## config.mk

```make
export PLATFORM = sky130hd
export DESIGN_NAME = nls_div
export DESIGN_NICKNAME = d
export VERILOG_FILES = /design/src/nls_pkg.sv /design/src/nls_div.sv
export SDC_FILE = /design/constraint.sdc
export NUM_CORES = 2
export LEC_CHECK = 0
export ABC_CLOCK_PERIOD_IN_PS = 4800
export BUFFER_PORTS_ARGS = -buffer_cell sky130_fd_sc_hd__buf_4
export CORE_MARGIN = 1.5
export CORE_UTILIZATION = 60
export CTS_BUF_LIST = sky130_fd_sc_hd__clkbuf_4 sky130_fd_sc_hd__clkbuf_8
export DETAILED_ROUTE_END_ITERATION = 8
export HOLD_SLACK_MARGIN = 0.05
export PLACE_DENSITY = 0.72
export SETUP_SLACK_MARGIN = 0.15
export SLEW_MARGIN = 15
export SYNTH_ARGS = -nofsm -noshare
export SYNTH_HDL_FRONTEND = slang
export SYNTH_SLANG_ARGS = --single-unit
```

## constraint.sdc

```tcl
create_clock -name clk -period 4.8 [get_ports clk]
set_input_delay 0.72 -clock clk [delete_from_list [all_inputs] [get_ports clk]]
set_output_delay 0.72 -clock clk [all_outputs]
set_load 0.05 [all_outputs]
```

## src/nls_pkg.sv

```systemverilog
// Package with shared constants and types for the natural log series unit.
package nls_pkg;

	localparam int unsigned TermsDefault = 20;
	localparam int unsigned XW = 32;
	localparam int unsigned QW = 30;
	localparam int unsigned NumW = 33;
	localparam int unsigned DenW = 33;
	localparam int unsigned AccW = 40;
	localparam logic [31:0] ErrValue = 32'hFF00_0000;

	// Side information that travels beside the numeric data of a word.
	typedef struct packed {
		logic neg;
		logic err;
	} nls_tag_t;

endpackage

```

## src/nls_div.sv

```systemverilog
// Pipelined restoring divider for t = num * 2^30 / den, one quotient bit a stage.
module nls_div (
	input  logic                 clk,
	input  logic                 arst_n,
	input  logic                 adv,
	input  logic                 in_vld,
	input  logic [nls_pkg::NumW-1:0] num,
	input  logic [nls_pkg::DenW-1:0] den,
	input  nls_pkg::nls_tag_t    in_tag,
	output logic                 out_vld,
	output logic [nls_pkg::QW-1:0] quo,
	output nls_pkg::nls_tag_t    out_tag
);
	import nls_pkg::*;

	localparam int unsigned N = QW;
	localparam int unsigned RW = DenW + 1;

	logic [RW-1:0]   rem_s [0:N];
	logic [DenW-1:0] den_s [0:N];
	logic [N-1:0]    q_s   [0:N];
	nls_tag_t        tag_s [0:N];
	logic [N:0]      vld_s;

	// num < den, so the remainder starts as num and each stage yields one bit.
	assign rem_s[0] = {1'b0, num};
	assign den_s[0] = den;
	assign q_s[0]   = '0;
	assign tag_s[0] = in_tag;
	assign vld_s[0] = in_vld;

	for (genvar k = 0; k < N; k++) begin : g_stage
		logic [RW:0] sh;
		logic        ge;
		assign sh = {rem_s[k], 1'b0};
		assign ge = sh >= {2'b00, den_s[k]};
		always_ff @(posedge clk or negedge arst_n) begin
			if (!arst_n) begin
				vld_s[k+1] <= 1'b0;
			end else if (adv) begin
				vld_s[k+1] <= vld_s[k];
			end
		end
		always_ff @(posedge clk) begin
			if (adv) begin
				rem_s[k+1] <= ge ? RW'(sh - {2'b00, den_s[k]}) : RW'(sh);
				den_s[k+1] <= den_s[k];
				q_s[k+1]   <= {q_s[k][N-2:0], ge};
				tag_s[k+1] <= tag_s[k];
			end
		end
	end

	assign out_vld = vld_s[N];
	assign quo     = q_s[N];
	assign out_tag = tag_s[N];

endmodule

```

==> run summary <==
The run finished with clean final reports. Post-route fraction of the period consumed by the critical path: 0.880. The clock-pin slew on the worst setup and hold paths was 0.06 ns.

The critical path in this run is classified as flop to flop. The run gives 1.11 ns as the insertion delay of the later-clocked pin in the worst-skew pair. Setup violations remaining at the end of the flow were counted as 0. The number of sinks on the clock net was 2,498. The count of state elements after synthesis came out at 2,498.

After floorplanning, the core was divided into 175 placement rows. The placeable core area is 228,000 sq um. In the synthesized netlist, the number of instances is 12,400. The path class of the tightest hold or removal check is input port to flop.

The run gives 84 as the count of distinct cell types in the synthesized netlist. Setup repair after global routing left no endpoint under its margin. For this design the ratio of total power to cell area is 683 nW/um^2.

The logs give 0.513 ns for the worst slack at placement and 5 for the maximum level of the CTS H-tree. The final core utilization was 0.667; the chip height was 483 um. For this run, the detailed router's first-pass iteration total came to 8.

Total die area: 233,000 sq um. The tools report the power consumption as 104 mW. Fmax: 237 MHz.

The fraction of registers with async set or reset after synthesis was 0.0120; the finished layout cell area was 152,000 sq um. Die extent in x: 483 um. The critical path capture point type is a flop.

Synthesis produced a netlist with a net count of 13,500. The global routing stage identified its most utilized layer as met2. The global routing usage on met1 is 0.352, and the final critical path time including I/O delays and setup is 4.22 ns. The logs give 0 for the count of final max-slew check failures and 0 for the overflow left after global routing.

The tools report the number of max-cap violations as 0. Overall global routing resource usage: 0.281. The logs give 0 for the post-detailed-route DRC marker count and 92,900 for the number of global-route vias before repair. The logs give 4 for the number of buffers on the longest clock path and 0 for the Yosys warning count. The post-route antenna net violation count is 0, and the overall routed net length is 332,000 um.

The tools report the number of vias after detailed routing as 95,800. The starting density of the core is 0.605, and the routed via count divided by cell count is 5.94. Buffers placed on the I/O ports in this run total 104. Once routing completed, OpenROAD measured the worst setup slack at 0.578 ns. Fill cells in the final layout number 17,200. The number of nets in the layout was 13,900; the maximum vdd drop was 0.392 mV. The global-route wire length before repair was 513,000 um; the number of endpoints with negative hold slack in the final report was 0. Among all flip-flop cells after synthesis, the most frequent one is edfxtp_1. The tree is rooted in a clkbuf_8. For the worst relative slew slack, the log shows 0.164.

TritonCTS built the clock tree. Summed over all cells, the static leakage comes to 62.1 nW. The routed length per placed instance was 20.6 um; the worst-margin pin slew was 1.25 ns.

STA classifies the critical path startpoint as a flop. Relative to the synthesized area, the layout overhead comes to 10.1%. The sequential area share after synthesis came out at 0.543. For the global placer's final weighted congestion, the log shows 0.951. The number of enable-type register cells in the synthesized netlist was 2,468; the met3 track utilization from global routing was 0.0377. Pin placement for this block handled 105 I/O pins. For the final routed database, the setup TNS stands at 0 ns. A synthesized cell averages 11.1 sq um. The largest fanout on the critical path works out to 46.

Summing all placed instances gives a cell area of 143,000 sq um. The global-route track usage on met2 is 0.487. The HPWL after detailed placement is 247,000 um. Data on the critical path is required at its endpoint by 5.57 ns. The run gives 0.0962 ns as the post-route clock skew.

The share of post-route cells with drive strength above 1 came out at 0.0904. The worst path arrival time was 4.99 ns; the number of DRC violations after detailed-routing iteration 0 was 8,442. The logs give 138,000 sq um for the mapped cell area and 121 for the pin count of the biggest net entering global routing. Counting the buffers created by CTS gives 421.

Initial antenna violation count: 11.
[routing by layer]
metal,vias up,routed length (um)
li1,46200,-
met1,45800,135000
met2,2966,165000
met3,794,17500
met4,10,14400
met5,-,60
[report_power, final]
group          internal, mW  switching [mW]  total (mW)
clock                  11.0            8.67        19.7
combinational          19.8            27.6        47.4
sequential             32.6            4.05        36.7
[final timing paths]
check                                                 from                           to  slack (ns)  cells past startpoint
max in group asynchronous                           arst_n        vld_s[12]$_DFFE_PN0P_        3.94                      4
worst max register to register  g_stage[7].sh[9]$_DFFE_PP_   g_stage[8].sh[5]$_DFFE_PP_        0.58                     10
worst min register to register        den_s[968]$_DFFE_PP_         den_s[935]$_DFFE_PP_        0.38                      0
worst min-delay path                               num[23]  g_stage[1].sh[25]$_DFFE_PP_        0.13                      3
min in group asynchronous                           arst_n        vld_s[19]$_DFFE_PN0P_        0.70                      4
worst max-delay path            g_stage[7].sh[9]$_DFFE_PP_   g_stage[8].sh[5]$_DFFE_PP_        0.58                     10
[cell families (layout without fill, tap and decap cells)]
kind of cell	count (synthesis)	in the layout	synth area share
adders and majority gates	1018	1018	0.0939
and+or+nand+nor	2826	2826	0.0946
other	0	7	0
DFF	2498	2498	0.543
buffers and inverters	1555	2268	0.0436
muxes	235	235	0.0194
AOI/OAI and AO/OA	3421	3422	0.152
xor gates and xnor gates	842	842	0.0535
[flip-flops by register name, indices dropped and copies added, names as in the netlist]
register,count
out_vld,1
vld_s,29
g_stage.sh,986
tag_s,58
quo,30
out_tag,2
q_s,435
den_s,957
[layout by cell type (no fill, tap or decap), types with 30 or more instances in the layout]
cell           instances
nand2b_1             113
a21oi_1             1190
o21a_1                97
clkinv_1             108
or3_1                 65
ha_1                 989
dfrtp_1               30
inv_1               1232
a2111oi_0             30
bufinv_16             36
buf_4                175
a31oi_1              107
clkbuf_8             425
o31ai_1               75
a21o_1               474
o21ai_0              808
edfxtp_1            2468
o211ai_1              75
o21bai_1             128
buf_12                35
xor2_1               371
a211oi_1              83
dlygate4sd3_1         68
a21boi_0              31
nor2b_1              118
nand4_1              162
clkbuf_4             104
nor4_1                46
nor3_1               155
clkinv_2              62
nor2_1               819
nand3_1              211
and3_1                90
mux2_2               217
and2_1                59
nand2_1              894
xnor2_1              471
[synthesized netlist by cell type, drive strengths merged (30+ instances only)]
| library cell | n | share of area |
|---|---|---|
| nand2b | 113 | 0.0051 |
| nor2b | 118 | 0.0054 |
| a31oi | 112 | 0.0052 |
| a2111oi | 35 | 0.0023 |
| o21ai | 821 | 0.030 |
| xnor2 | 471 | 0.030 |
| a21o | 476 | 0.026 |
| a211oi | 83 | 0.0045 |
| dfrtp | 30 | 0.0054 |
| and2 | 59 | 0.0027 |
| o21a | 97 | 0.0053 |
| o21bai | 128 | 0.0070 |
| inv | 1233 | 0.034 |
| clkbuf | 249 | 0.0068 |
| buf | 73 | 0.0033 |
| ha | 989 | 0.090 |
| a21oi | 1193 | 0.043 |
| mux2 | 228 | 0.019 |
| nand4 | 162 | 0.0073 |
| nor2 | 820 | 0.022 |
| xor2 | 371 | 0.024 |
| edfxtp | 2468 | 0.54 |
| nor3 | 155 | 0.0056 |
| o211ai | 75 | 0.0041 |
| o31ai | 76 | 0.0042 |
| and3 | 90 | 0.0041 |
| nand3 | 211 | 0.0077 |
| nand2 | 895 | 0.024 |
| nor4 | 46 | 0.0021 |
| or3 | 65 | 0.0029 |
| a21boi | 31 | 0.0017 |
[area by class of cell]
cell class | count | area [sq um] | share of cell area
Antenna cell | 7 | 17.5 | 0.000115
Clock buffer | 529 | 6630 | 0.0436
Clock inverter | 227 | 1980 | 0.0130
Inverter | 1233 | 4630 | 0.0305
Multi-Input combinational cell | 8343 | 57300 | 0.377
Sequential cell | 2498 | 74900 | 0.493
Tap cell | 3009 | 3760 | 0.0248
Timing Repair Buffer | 279 | 2720 | 0.0179
[worst max-delay path, stage by stage (launching register included)]
cell and delay (ns):
edfxtp_1 0.40, ha_1 0.40, nand3_1 0.21, nor2_1 0.39, o21ai_0 0.25, a31o_2 0.29
a21oi_1 0.43, a41oi_1 0.42, o2111ai_4 0.48, buf_12 0.28, mux2_2 0.36
[repair_timing]
item / in CTS / in global routing
hold buffers: 69 / 0
setup endpoints to repair: 0 / 3
endpoints found under the hold margin: 97 / 0
gates resized for setup: 0 / 2
buffers inserted: 0 / 0
[through the flow]
stage | hold slack, ns | instances
CTS | 0.0508 | 16100
global route | 0.0839 | 16100
floorplan | 0.400 | 12400
global placement | 0.400 | 15300
finish | 0.135 | 16100
detailed placement | 0.405 | 15300
No activity file was read; power rests on OpenSTA's default activity.
